File: src/sv/u8u2_pkg.sv
// Types and constants of the UTF-8 to UCS-2 decoder.
// No dependencies; imported by every module of the block.
`default_nettype none

package u8u2_pkg;

	// Result unit for a four- to six-byte sequence
	localparam logic [15:0] UNIT_LONG_FORM = 16'hff1f;

	// Byte order mark bytes
	localparam logic [7:0] MARK_FIRST  = 8'hef;
	localparam logic [7:0] MARK_SECOND = 8'hbb;
	localparam logic [7:0] MARK_THIRD  = 8'hbf;

	// Continuation counts
	localparam logic [2:0] LEFT_NONE  = 3'd0;
	localparam logic [2:0] LEFT_ONE   = 3'd1;
	localparam logic [2:0] LEFT_TWO   = 3'd2;
	localparam logic [2:0] LEFT_THREE = 3'd3;
	localparam logic [2:0] LEFT_FOUR  = 3'd4;
	localparam logic [2:0] LEFT_FIVE  = 3'd5;

	typedef struct packed {
		logic [7:0] data_byte;
		logic       last_byte;
	} in_item_t;

	typedef struct packed {
		logic [15:0] code_unit;
		logic        has_unit;
		logic        error;
		logic        end_of_string;
	} out_item_t;

	typedef struct packed {
		logic [2:0]  bytes_left;
		logic [15:0] accumulated_unit;
		logic        skipping_long_form;
		logic        in_first_sequence;
		logic        mark_still_matching;
		logic        aborted;
	} dec_state_t;

	localparam dec_state_t STATE_RESET = '{
		bytes_left:          LEFT_NONE,
		accumulated_unit:    16'h0000,
		skipping_long_form:  1'b0,
		in_first_sequence:   1'b1,
		mark_still_matching: 1'b0,
		aborted:             1'b0
	};

endpackage

`default_nettype wire

File: src/sv/utf8_to_ucs2_decoder_unit.sv
// UTF-8 to UCS-2 decoder: one UTF-8 byte per request in, zero or one unit out.
// Depends on u8u2_pkg and u8u2_step.
//
// Usage:
//   Input channel in_valid/in_ready/in_payload carries one byte and a flag
//   marking the last byte of a string. Output channel out_valid/out_ready/
//   out_payload carries a 16-bit code unit with has_unit, error and
//   end_of_string flags. The last byte of a string always yields one
//   request with end_of_string set; other bytes yield a request only when
//   they produce a unit (a leading byte order mark yields none).
//   A result appears on the output in the cycle after its byte is
//   accepted. Throughput: one byte per cycle, set by the single decode
//   step between the state registers and the output register.
//   Stall: while the output register holds a request that is not taken,
//   in_ready is low; in_ready stays high when the register is empty or is
//   being drained in the same cycle, so a stream stalls only on out_ready.
//   Reset: arst_n empties the output register and returns the decoder to
//   the start of a string; no clearing pass is needed.
`default_nettype none

module utf8_to_ucs2_decoder_unit
	import u8u2_pkg::*;
(
	input  wire           clk,
	input  wire           arst_n,
	input  wire           in_valid,
	output logic          in_ready,
	input  wire in_item_t in_payload,
	output logic          out_valid,
	input  wire           out_ready,
	output out_item_t     out_payload
);

	dec_state_t state_q;
	dec_state_t state_next;
	logic       emit;
	out_item_t  result;
	logic       out_valid_q;
	out_item_t  out_q;
	logic       in_accept;

	// Accept when the output register is free or drains this cycle
	assign in_ready  = !out_valid_q || out_ready;
	assign in_accept = in_valid && in_ready;

	u8u2_step u_step (
		.state      (state_q),
		.item       (in_payload),
		.state_next (state_next),
		.emit       (emit),
		.result     (result)
	);

	// Advance decoder state on each accepted byte
	always_ff @(posedge clk or negedge arst_n) begin
		if (!arst_n) begin
			state_q <= STATE_RESET;
		end else if (in_accept) begin
			state_q <= state_next;
		end
	end

	// Hold the output request until taken
	always_ff @(posedge clk or negedge arst_n) begin
		if (!arst_n) begin
			out_valid_q <= 1'b0;
		end else if (in_accept && emit) begin
			out_valid_q <= 1'b1;
		end else if (out_ready) begin
			out_valid_q <= 1'b0;
		end
	end

	always_ff @(posedge clk) begin
		if (in_accept && emit) begin
			out_q <= result;
		end
	end

	assign out_valid   = out_valid_q;
	assign out_payload = out_q;

endmodule

`default_nettype wire

File: src/sv/u8u2_step.sv
// Per-byte decode logic: next decoder state and the result of one byte.
// Depends on u8u2_pkg; purely combinational.
`default_nettype none

module u8u2_step
	import u8u2_pkg::*;
(
	input  wire dec_state_t state,
	input  wire in_item_t   item,
	output dec_state_t      state_next,
	output logic            emit,
	output out_item_t       result
);

	logic [7:0]  b;
	logic [2:0]  left_dec;
	logic        has;
	logic [15:0] unit;
	dec_state_t  nx;

	assign b        = item.data_byte;
	assign left_dec = state.bytes_left - LEFT_ONE;

	// Advance the sequence state for one byte
	always_comb begin
		nx   = state;
		has  = 1'b0;
		unit = 16'h0000;
		if (state.aborted) begin
			nx = state;
		end else if (state.bytes_left != LEFT_NONE) begin
			if (!state.skipping_long_form) begin
				if (state.bytes_left == LEFT_TWO) begin
					nx.accumulated_unit = state.accumulated_unit | {4'b0, b[5:0], 6'b0};
					if (b != MARK_SECOND) begin
						nx.mark_still_matching = 1'b0;
					end
				end else begin
					nx.accumulated_unit = state.accumulated_unit | {10'b0, b[5:0]};
				end
			end
			nx.bytes_left = left_dec;
			if (left_dec == LEFT_NONE) begin
				if (!state.skipping_long_form &&
					!(nx.mark_still_matching && b == MARK_THIRD)) begin
					has  = 1'b1;
					unit = nx.accumulated_unit;
				end
				nx.skipping_long_form  = 1'b0;
				nx.mark_still_matching = 1'b0;
			end
		end else begin
			nx.mark_still_matching = 1'b0;
			if (b < 8'h80) begin
				has  = 1'b1;
				unit = {8'h00, b};
			end else if (b < 8'hc0) begin
				nx.aborted = 1'b1;
			end else if (b < 8'he0) begin
				nx.accumulated_unit = {5'b0, b[4:0], 6'b0};
				nx.bytes_left       = LEFT_ONE;
			end else if (b < 8'hf0) begin
				nx.accumulated_unit    = {b[3:0], 12'h000};
				nx.bytes_left          = LEFT_TWO;
				nx.mark_still_matching = state.in_first_sequence && (b == MARK_FIRST);
			end else if (b < 8'hfe) begin
				has                   = 1'b1;
				unit                  = UNIT_LONG_FORM;
				nx.skipping_long_form = 1'b1;
				if (b < 8'hf8) begin
					nx.bytes_left = LEFT_THREE;
				end else if (b < 8'hfc) begin
					nx.bytes_left = LEFT_FOUR;
				end else begin
					nx.bytes_left = LEFT_FIVE;
				end
			end else begin
				nx.aborted = 1'b1;
			end
		end
		nx.in_first_sequence = 1'b0;
	end

	// Close the string on its last byte, flushing a truncated sequence
	always_comb begin
		state_next = nx;
		emit       = has;
		result     = '{code_unit: unit, has_unit: has, error: 1'b0, end_of_string: 1'b0};
		if (item.last_byte) begin
			emit       = 1'b1;
			state_next = STATE_RESET;
			if (!nx.aborted && nx.bytes_left != LEFT_NONE && !nx.skipping_long_form) begin
				result.has_unit  = 1'b1;
				result.code_unit = nx.accumulated_unit;
			end
			result.error         = nx.aborted;
			result.end_of_string = 1'b1;
		end
	end

endmodule

`default_nettype wire

File: config.mk
export PLATFORM = sky130hd
export DESIGN_NAME = utf8_to_ucs2_decoder_unit
export DESIGN_NICKNAME = d
export VERILOG_FILES = /design/src/sv/u8u2_pkg.sv /design/src/sv/utf8_to_ucs2_decoder_unit.sv /design/src/sv/u8u2_step.sv
export SDC_FILE = /design/constraint.sdc
export NUM_CORES = 1
export LEC_CHECK = 0
export BUFFER_PORTS_ARGS = -buffer_cell sky130_fd_sc_hd__clkbuf_2
export CORE_ASPECT_RATIO = 1.1
export CORE_MARGIN = 4
export CORE_UTILIZATION = 48
export DETAILED_ROUTE_END_ITERATION = 6
export PLACE_DENSITY_LB_ADDON = 0.08
export SETUP_SLACK_MARGIN = 0.02
export SLEW_MARGIN = 30
export SYNTH_ARGS = -nofsm -noshare
export SYNTH_HDL_FRONTEND = slang
export SYNTH_SLANG_ARGS = --single-unit
File: constraint.sdc
create_clock -name clk -period 2.9 [get_ports clk]
set_input_delay 0.435 -clock clk [delete_from_list [all_inputs] [get_ports clk]]
set_output_delay 0.435 -clock clk [all_outputs]
set_load 0.02 [all_outputs]
Word level (Yosys, flattened, before mapping)
Cells that the tools add are included.

operators by class
  add/subtract/negate cells = 1
  magnitude comparators = 7
  equal/unequal tests = 5
  multiplexer cells = 56
  bitwise logic cells = 2
  reduce and logical (&&, ||, !) cells = 18

operators by type and width
  kind                                                                count
  16-bit 2-to-1 mux                                                   12
  20-bit 2-to-1 mux                                                   4
  8-bit < comparator, second input constant                           7
  19-bit 2-to-1 mux                                                   2
  1-bit 2-to-1 mux                                                    30
  23-bit 2-to-1 mux                                                   1
  17-bit 2-to-1 mux                                                   1
  8-bit == test, second input constant                                2
  16-bit by 12-bit OR with 16-bit output                              1
  16-bit by 6-bit OR with 16-bit output                               1
  3-bit 2-to-1 mux                                                    3
  8-bit inequality test, second input constant                        1
  1-bit logical AND                                                   7
  2-bit 2-to-1 mux                                                    3
  3-bit nonzero test                                                  2
  1-bit logical NOT                                                   5
  3-bit by 2-bit == test with 1-bit output, second input constant     1
  3-bit logical NOT                                                   1
  3-bit by 1-bit subtractor with 3-bit output, second input constant  1
  2-bit inequality test, second input constant                        1
  2-bit AND reduction                                                 1
  2-bit nonzero test                                                  1
  1-bit logical OR                                                    1

storage, ports and cells
  register bits after elaboration = 43
  input port bits = 13
  word-level logic and storage cells = 100

Depth between registers and ports, before layout
Gate-level depths: netlist of run 1.

  depth in word-level cells = 16
  mapped depth = 10
  mapped depth without buffers = 8

Cells and area by module
From an unflattened synthesis of run 1, not the netlist that was laid out.

second synthesis, totals
  cells, all modules = 295
  area, all modules = 3009.1 µm²

modules (own cells, without submodules)
  module                     times used  cells an instance  area an instance (µm²)  seq. area each (µm²)
  utf8_to_ucs2_decoder_unit  1           73                 1585.3                  1172.4
  u8u2_step                  1           222                1423.9                  0.0

Worst setup path before layout of run 1
No wires, ideal clock.

  path type = register to register
  start = register state_q[20] (netlist name)
  end = register out_q, in the netlist out_payload[0] (enable)
  library setup time = 0.395 ns
  data arrival time = 2.683 ns
  data required time = 2.505 ns
  slack = -0.178 ns
  cell stages (with the launch flop) = 9
  path buffers = 0
  period minus slack after synthesis = 3.078 ns
  cell sequence = dfrtp_1 > inv_1 > ha_1 > nor3b_2 > nor4_1 > o31a_1 > nor3_2 > nor2_1 > nor2_1

between the ends
  longest elaborated chain between the ends = 14
  elaborated cells between the ends (all ways) = 17
  those cells by class = 1 x add/sub; 1 x eq/ne; 9 x mux; 6 x reduce/logical

ends and longest elaborated chain
  what                                      RTL line                         source
  start: declaration                        utf8_to_ucs2_decoder_unit.sv:34  dec_state_t state_q;
  start signal: assignment                  utf8_to_ucs2_decoder_unit.sv:59  state_q <= state_next;
  3-bit by 2-bit == test with 1-bit output  u8u2_step.sv:33                  if (state.bytes_left == LEFT_TWO) begin
  1-bit 2-to-1 mux                          u8u2_step.sv:33
  1-bit 2-to-1 mux                          u8u2_step.sv:32                  if (!state.skipping_long_form) begin
  1-bit 2-to-1 mux                          u8u2_step.sv:31                  end else if (state.bytes_left != LEFT_NONE) begin
  1-bit 2-to-1 mux                          u8u2_step.sv:29                  if (state.aborted) begin
  1-bit logical AND                         u8u2_step.sv:45                  !(nx.mark_still_matching && b == MARK_THIRD)) begin
  1-bit logical NOT                         u8u2_step.sv:45
  1-bit logical AND                         u8u2_step.sv:44                  if (!state.skipping_long_form &&
  1-bit 2-to-1 mux                          u8u2_step.sv:44
  1-bit 2-to-1 mux                          u8u2_step.sv:43                  if (left_dec == LEFT_NONE) begin
  1-bit 2-to-1 mux (*)                      u8u2_step.sv:31
  1-bit 2-to-1 mux (*)                      u8u2_step.sv:29
  1-bit 2-to-1 mux (*)                      u8u2_step.sv:89                  if (item.last_byte) begin
  1-bit logical AND (*)                     utf8_to_ucs2_decoder_unit.sv:75  if (in_accept && emit) begin
  end signal: assignment                    utf8_to_ucs2_decoder_unit.sv:76  out_q <= result;
  end: declaration                          utf8_to_ucs2_decoder_unit.sv:39  out_item_t out_q;

Every way passes the cells marked *; elsewhere a longest branch is shown, timed or not. The select of a mux whose other input is x is not followed.
A chain may end at the register's enable or synchronous reset.

==> impl.org, run 1 <==
** Detailed routing
- Detailed-route wire length per cell :: 17.70 µm
- For this block, wires on met1 add up to 3408 µm.
- DRC violation count after routing :: 0
- The final layout contains routed wiring with a total length of 7560 µm.
- The highest layer touched by signal routing is met4.
- The routed design uses 393 µm of met3 wire.
- Once detail routing completed, the nets flagged for antenna violations numbered 0.
- In the routed layout, each cell is associated on average with a via count of 5.981.
- The final route contains 2554 vias.
- Number of optimization iterations in the first detailed-route pass :: 4
- The routed design uses 3576 µm of met2 wire.
- Drt initial violations :: about 190

** Finish
- Once layout is done, the placed cells without fillers occupy 3251 µm².
- Synth-to-layout area growth :: 16.14%
- Final-layout fill cell count :: between 500 and 600
- At the end of the flow, the number of nets in the layout was 368.
- The multi-input combinational cells in the finished layout cover a total of about 1500 µm².
- Flip-flop and latch area :: 1172 µm²
- The number of antenna diodes in the final layout is 0.
- Of the cells placed in the final design, the portion with a size suffix greater than 1 is 0.2557.

** STA
- Max-slew headroom at the worst pin :: 0.5581
- On the final layout, the worst clock skew is 0.005104 ns.
- Final TNS setup :: 0 ns
- At the pin with the least slew margin, the transition time is roughly 0.66 ns.
- The number of hold-slack violations in the final timing report is 0.
- RSZ-0062 raised after global routing :: no
- Final Setup Violations :: 0
- Dividing the final minimum period by the clock period gives 0.9475.
- Count of final max-slew check failures :: 0
- For this run, the top clock speed supported by timing is 363.9 MHz.
- Period minus WS final :: 2.748 ns

** Yosys
- For this run, asynchronously set or reset flops after synthesis account for 0.5581.
- The share of the Yosys chip area taken by registers is 0.4189.
- Area share of the leading cell type in the synthesized netlist :: 0.2056
- Synthesis handed over a netlist of 307 instances.
- Yosys mapped the design onto 59 distinct sky130hd cell types.
- Summing every instance area after synthesis gives roughly 2800 µm².
- The synthesized design contains 43 register bits.
- Yosys attributes the largest share of cell area to dfrtp_1 21%, edfxtp_1 20%, nand2_1 5.1%.
- The synthesized design contains 19 enable-type register cells.
- Post-synth net total :: 324
- Of all cell types, the one taking the most synthesized area is dfrtp_1.
- In the synthesized netlist the dominant register cell turns out to be dfrtp_1.
- Syn Area/Cell :: 9.117 µm²
- During synthesis, Yosys emitted a total of 0 warnings.

** Global routing
- Remaining global-route overflow :: 0
- First-pass GRT wire length :: approximately 12000 µm
- For this run, the total global-route usage over all layers was measured as 0.2285.
- Vias in the first global route :: around 2.5k
- Initial antenna violation count :: 0
- Entering global routing, the biggest net connects 25 pins.

** Die
- The total area inside the core boundary comes to 5500 µm².
- Area enclosed by the die boundary :: roughly 7000 µm²
- Number of top-level pins :: 34
- Die width :: a little over 80 µm
- The initial utilization of the core area, before any placement, comes to 0.5089.
- The floorplan has 28 rows.
- Die height :: 88.09 µm

** Worst setup path
- CP Launch Type :: flop
- Data arrives at the worst endpoint at 2.79 ns.
- Setup crit end kind :: flop
- The setup path with the least slack is of type flop to flop.
- At the worst endpoint, the required time is roughly 2.9 ns.
- Along the worst path, the maximum fanout reaches 11.

** Clock network
- Counting the buffers created by CTS gives 5.
- Number of buffers between clock root and the deepest sink :: 2
- The H-tree was split into 2 levels.
- The clock reaches the later pin of the worst-skew pair after 0.30 ns.
- Total clock sinks :: 43
- Clock root buffer :: clkbuf_8
- Clock-pin transition on the worst setup and hold timing paths :: 0.09 ns
- TritonCTS clock tree :: yes

** Status
- Status :: finished clean

** Run
- Max-cap violations :: 0

** Power
- Peak ir drop on the vdd network :: ~0.59 mV
- Dividing total power by cell area gives a power density of about 1000 nW/µm².
- For this design the static power due to leakage is 1.406 nW.

** Placed design
- Port Buffer Count :: 33
- Detailed placement ended at an HPWL of 5422 µm.
- Placer Congestion :: 0.8896
- Placement-stage cell area :: 3127 µm²

** Hold path
- The tightest min-delay check is of the input port to async pin type.
==> worst max-delay path, cell delays in order, from the launching register on <==
cell and delay [ns]:
dfrtp_1 0.43, inv_1 0.17, ha_1 0.22, and2_4 0.15, buf_4 0.11, o211ai_1 0.10
a21o_1 0.22, or4_4 0.44, o21bai_4 0.20, buf_12 0.15, buf_4 0.17, mux2i_1 0.12
==> where the power goes <==
group / internal [W] / leakage, nW / total [W] / switching, W
logic: 0.000836 / 0.864 / 0.00198 / 0.00115
clock network: 0.000169 / 0.0412 / 0.000384 / 0.000216
registers: 0.000900 / 0.501 / 0.00104 / 0.000141
==> cells in the mapped netlist, types with 3 or more instances <==
cell	n
a211o_1	3
a21boi_0	3
buf_4	3
nand2b_1	7
mux2i_1	10
inv_1	10
dfrtp_1	23
nor2_1	29
a31oi_1	5
nand2_1	38
a211oi_1	3
o21ai_0	24
a22o_1	8
edfxtp_1	19
a22oi_1	7
buf_2	5
ha_1	4
nor4_1	5
o221ai_1	3
clkbuf_1	10
nor3b_1	3
nor3_1	5
mux2_2	7
a21oi_1	23
==> layout by cell type (no fill, tap or decap), types with 7 or more instances in the layout <==
master	synthesis	routed
o21ai_0	24	24
clkbuf_2	0	33
a22o_1	8	8
nor2_1	29	28
mux2i_1	10	10
edfxtp_1	19	19
mux2_2	7	7
dfrtp_1	23	23
buf_4	3	24
nand2_1	38	38
a22oi_1	7	7
inv_1	10	10
a21oi_1	23	23
==> cell type report <==
type                       instances  area share
multi-input combinational        232      0.4592
sequential                        43      0.3607
tap                               75     0.02887
clock buffer                       6     0.02232
inverter                          11     0.01270
timing repair buffer              58      0.1124
clock inverter                     2    0.003849
==> registers in the layout (all words and copies together), names as in the netlist <==
register,cells
out_payload,19
out_valid,1
state_q,23
==> per-stage QoR <==
step	util	hold WS (ns)	instances	worst slack, ns	total power [W]
floorplan	-	0.1394	307	0.1178	0.002427
finish	0.5910	0.1523	427	0.1522	0.003407
global placement	0.5676	0.4713	417	0.06451	0.002937
global route	0.5910	0.1909	427	0.03937	0.003676
detailed placement	0.5685	0.4835	417	0.06040	0.002945
CTS	0.5889	0.1834	427	0.06725	0.003390
==> path summary, 6_finish.rpt <==
kind / cells past startpoint / slack (ns) / endpoint / startpoint
worst max-delay path: 11 / 0.15 / out_payload[17] / state_q[21]
worst min-delay path: 1 / 0.15 / state_q[11] / arst_n
worst max register to register: 11 / 0.15 / out_payload[17] / state_q[21]
worst min register to register: 2 / 0.49 / state_q[2] / state_q[2]
max in group asynchronous: 1 / 2.32 / state_q[16] / arst_n
min in group clk: 3 / 0.38 / out_valid / in_valid
==> metal layers <==
| layer | vias to the layer above | GRT usage |
|---|---|---|
| met4 | 0 | 0.09677 |
| met3 | 18 | 0.05247 |
| met1 | 1227 | 0.3072 |
| met5 | - | 0 |
| met2 | 89 | 0.3532 |
| li1 | 1220 | - |
==> cells by family after synthesis <==
| group | share of synthesized area |
|---|---|
| AO/OA/AOI/OAI | 0.2494 |
| adder cells (fa/ha/maj) | 0.01788 |
| buffers and inverters | 0.05454 |
| flip-flops | 0.4189 |
| multiplexers | 0.06929 |
| AND/OR/NAND/NOR | 0.1900 |
==> what timing repair did <==
item / 4_1_cts / 5_1_grt
gates resized for setup: 0 / 3
setup endpoints to repair: 1 / 15
setup buffers: 2 / 0
pin swaps: 1 / 0
hold buffers: 0 / 0
Power figures use the tool's default switching activity.
==> inputs of run 2 (changes only) <==
--- a/config.mk
+++ b/config.mk
@@ -6,9 +6,11 @@
 export NUM_CORES = 1
 export LEC_CHECK = 0
 export BUFFER_PORTS_ARGS = -buffer_cell sky130_fd_sc_hd__clkbuf_2
+export CELL_PAD_IN_SITES_DETAIL_PLACEMENT = 1
+export CELL_PAD_IN_SITES_GLOBAL_PLACEMENT = 1
 export CORE_ASPECT_RATIO = 1.1
 export CORE_MARGIN = 4
-export CORE_UTILIZATION = 48
+export CORE_UTILIZATION = 40
 export DETAILED_ROUTE_END_ITERATION = 6
 export PLACE_DENSITY_LB_ADDON = 0.08
 export SETUP_SLACK_MARGIN = 0.02
==> run 2 against run 1 <==
  * Combinational power increased by 4%
  * Sequential share of layout area fell by 0.37 points
  * Wire length up 19%
  * Via count increased by 1.9%
  * Worst setup slack worse by 0.011 ns
  * Clock power grew 2%
  * Total power up 2.6%
  * Largest cell class unchanged
  * Register-to-register slack about the same
  * Non-clock buffer count up 4
  * Highest routed layer unchanged
==> impl.org, run 2 (synthesis gave the netlist of run 1 again) <==
** STA
- Transition time of the tightest slew-check pin :: 0.7491 ns (+0.08620 ns)
- Period minus WS final :: 2.759 ns (+0.01114 ns)
- The relative max-transition margin is 0.5006 (-0.05747).
- The achievable clock frequency is 362.5 MHz (-0.40%).
- Total count of hold-check failures in the final report :: 0 (unchanged)
- The final total negative setup slack was 0 ns (unchanged).
- Final Setup Violations :: 0 (unchanged)
- Count of final max-slew check failures :: 0 (unchanged)
- Worst hold margin :: 0.1882 ns (+0.03587 ns)
- The worst clock skew on the final layout was 0.007820 ns (+0.002715 ns).
- RSZ-0062 raised after global routing :: yes
- The share of the clock period used by the worst path after layout is 0.9514 (+0.003843).

** Run
- Max-cap violations :: 0 (unchanged)

** Worst setup path
- Critical Path Source :: state_q[21]
- The worst setup path is captured at a flop.
- The worst setup path is of the flop to flop kind.
- The biggest fanout along the worst timing path was 11 (unchanged).
- STA classifies the critical path startpoint as a flop.
- The data arrival time of the worst path came to 2.80 ns (about the same).
- The critical path required time was 2.94 ns (about the same).
- The startpoint identified for the worst register-to-register timing path is state_q[21].

** Detailed routing
- The post-route antenna net violation count was 0 (unchanged).
- The detailed-routing iteration count for the pre-antenna-repair pass is 4 (unchanged).
- The wire length reported by the detailed router came to 8985 µm (+19%).
- The number of violations reported at the end of detailed-routing iteration 0 is 146 (-22%).
- The overall via count from detail_route was 2603 (+1.9%).
- Detailed-route wire length per cell :: 20.51 µm (+16%)
- The DRC violation count after routing was 0 (unchanged).
- The via-per-instance ratio was 5.943 (-0.64%).

** Die
- The number of placement rows was 31 (+11%).
- Die width :: 87.76 µm (+8.6%)
- Number of top-level pins :: 34 (unchanged)
- Area enclosed by the die boundary :: 8401 µm² (+18%)
- Die height :: 95.74 µm (+8.7%)
- Total core area :: 6710 µm² (+22%)
- The starting density of the core came to 0.4171 (-0.09175).

** Clock network
- Clock root buffer :: clkbuf_8
- The number of clock sinks seen by CTS came to 43 (unchanged).
- The number of buffers inserted by hold repair at cts was 0 (unchanged).
- The number of levels the H-tree was split into is 2 (unchanged).
- Number of buffers between clock root and the deepest sink :: 2 (unchanged)
- Clock insertion delay at the later pin of the skew report :: 0.30 ns (about the same)
- Clock-pin transition on the worst setup and hold timing paths :: 0.09 ns (about the same)
- The TritonCTS buffer count was 5 (unchanged).
- TritonCTS built the clock tree.

** Finish
- The library cell used most frequently in the layout, excluding fill and tap cells, is nand2_1.
- More flip-flops sit in one register than any other, and that register is state_q.
- Max reg flops :: 23 (unchanged)
- The finished layout cell area is 3284 µm² (+1.0%).
- From synthesis to final layout, the design area changed by 17.34%.
- The number of nets at the end of the flow was 372 (+1.1%).
- Commonest cells after routing, fill and taps aside :: 38 x nand2_1, 33 x clkbuf_2, 28 x nor2_1, 28 x buf_4, 24 x o21ai_0
- Antenna Cells :: 0 (unchanged)
- Fraction of layout instances using a drive strength above 1 :: 0.2584 (+0.002745)
- Final-layout fill cell count :: 828 (+59%)
- The core occupancy in the finished layout came to 0.4895 (-0.1015).

** Hold path
- Type of the tightest min-delay check :: input port to async pin

** Placed design
- Placer Congestion :: 0.8882 (-0.16%)
- The post-DP HPWL was 6403 µm (+18%).
- Placement-stage cell area :: 3158 µm² (+1.0%)
- The total of buffers placed on input and output ports came to 33 (unchanged).

** Global routing
- Fraction of met1 tracks used by global routing :: 0.3009 (-0.006388)
- The first-pass GRT wire length came to 14410 µm (+16%).
- Pin count of the biggest net entering global routing :: 25 (unchanged)
- The routing usage on met3 came to 0.02740 (-0.02507).
- Global-route usage over all layers :: 0.2247 (-0.003827)
- Vias in the first global route :: 2757 (+10%)
- The met2 demand-to-capacity share in global routing was 0.3788 (+0.02552).
- Remaining global-route overflow :: 0 (unchanged)
- Most Used Layer, Global Route :: met2
- Initial antenna violation count :: 0 (unchanged)

** Power
- The cell leakage power was 1.422 nW (+1.1%).
- Cell area power density :: 1064 nW/µm² (+1.5%)
- The maximum vdd ir drop is 0.4255 mV (-27%).

** Status
- Status :: finished clean
==> run 2: changes by cell type in the layout (fill, tap and decap cells not counted), sizes merged <==
cell,previous run,this run
buf,25,29
==> run 2: path summary, 6_finish.rpt <==
kind,slack [ns],end,depth (start not counted)
worst max-delay path,0.14,out_payload[15],11
worst min-delay path,0.19,state_q[19],1
worst max register to register,0.14,out_payload[15],11
worst min register to register,0.50,state_q[2],2
max in group asynchronous,2.24,state_q[17],1
min in group clk,0.38,out_valid,3
==> run 2: through the flow <==
| stage | setup slack, ns | power, W | std cells |
|---|---|---|---|
| after floorplan | 0.1178 | 0.002427 | 307 |
| after global placement | 0.1120 | 0.003001 | 427 |
| after detailed placement | 0.05556 | 0.003041 | 427 |
| after CTS | 0.1449 | 0.003507 | 438 |
| after global routing | 0.01533 | 0.003754 | 438 |
| final | 0.1410 | 0.003495 | 438 |
==> run 2: final cells by class <==
type	count	area [µm²]	area share
Inverter	11	41.29	0.01257
Sequential cell	43	1172	0.3570
Multi-Input combinational cell	232	1488	0.4530
Tap cell	82	102.6	0.03124
Clock buffer	6	72.57	0.02210
Timing Repair Buffer	62	395.4	0.1204
Clock inverter	2	12.51	0.003810
==> run 2: repair_timing <==
action | 4_1_cts | 5_1_grt
gates resized for setup | 0 | 1
buffers inserted | 3 | 0
pin swaps | 1 | 0
setup endpoints to repair | 6 | 12
==> run 2: per-layer routing <==
metal  up-vias  wire length [µm]
li1       1222                 -
met1      1308              4063
met2        63              4473
met3        10               340
met4         0               108
met5         -                 0
==> run 2: critical path, cell delays in order (launching register included) <==
cell and delay (ns):
dfrtp_1 0.42, inv_1 0.16, ha_1 0.23, and2_4 0.16
buf_4 0.12, o211ai_1 0.10, a21o_1 0.22, or4_4 0.44
o21bai_4 0.20, buf_12 0.15, buf_4 0.17, mux2i_1 0.13
==> run 2: where the power goes <==
group          total [W]  switching (W)  internal (W)
Clock           0.000393       0.000224      0.000169
Sequential       0.00104       0.000144      0.000900
Combinational    0.00206        0.00121      0.000849
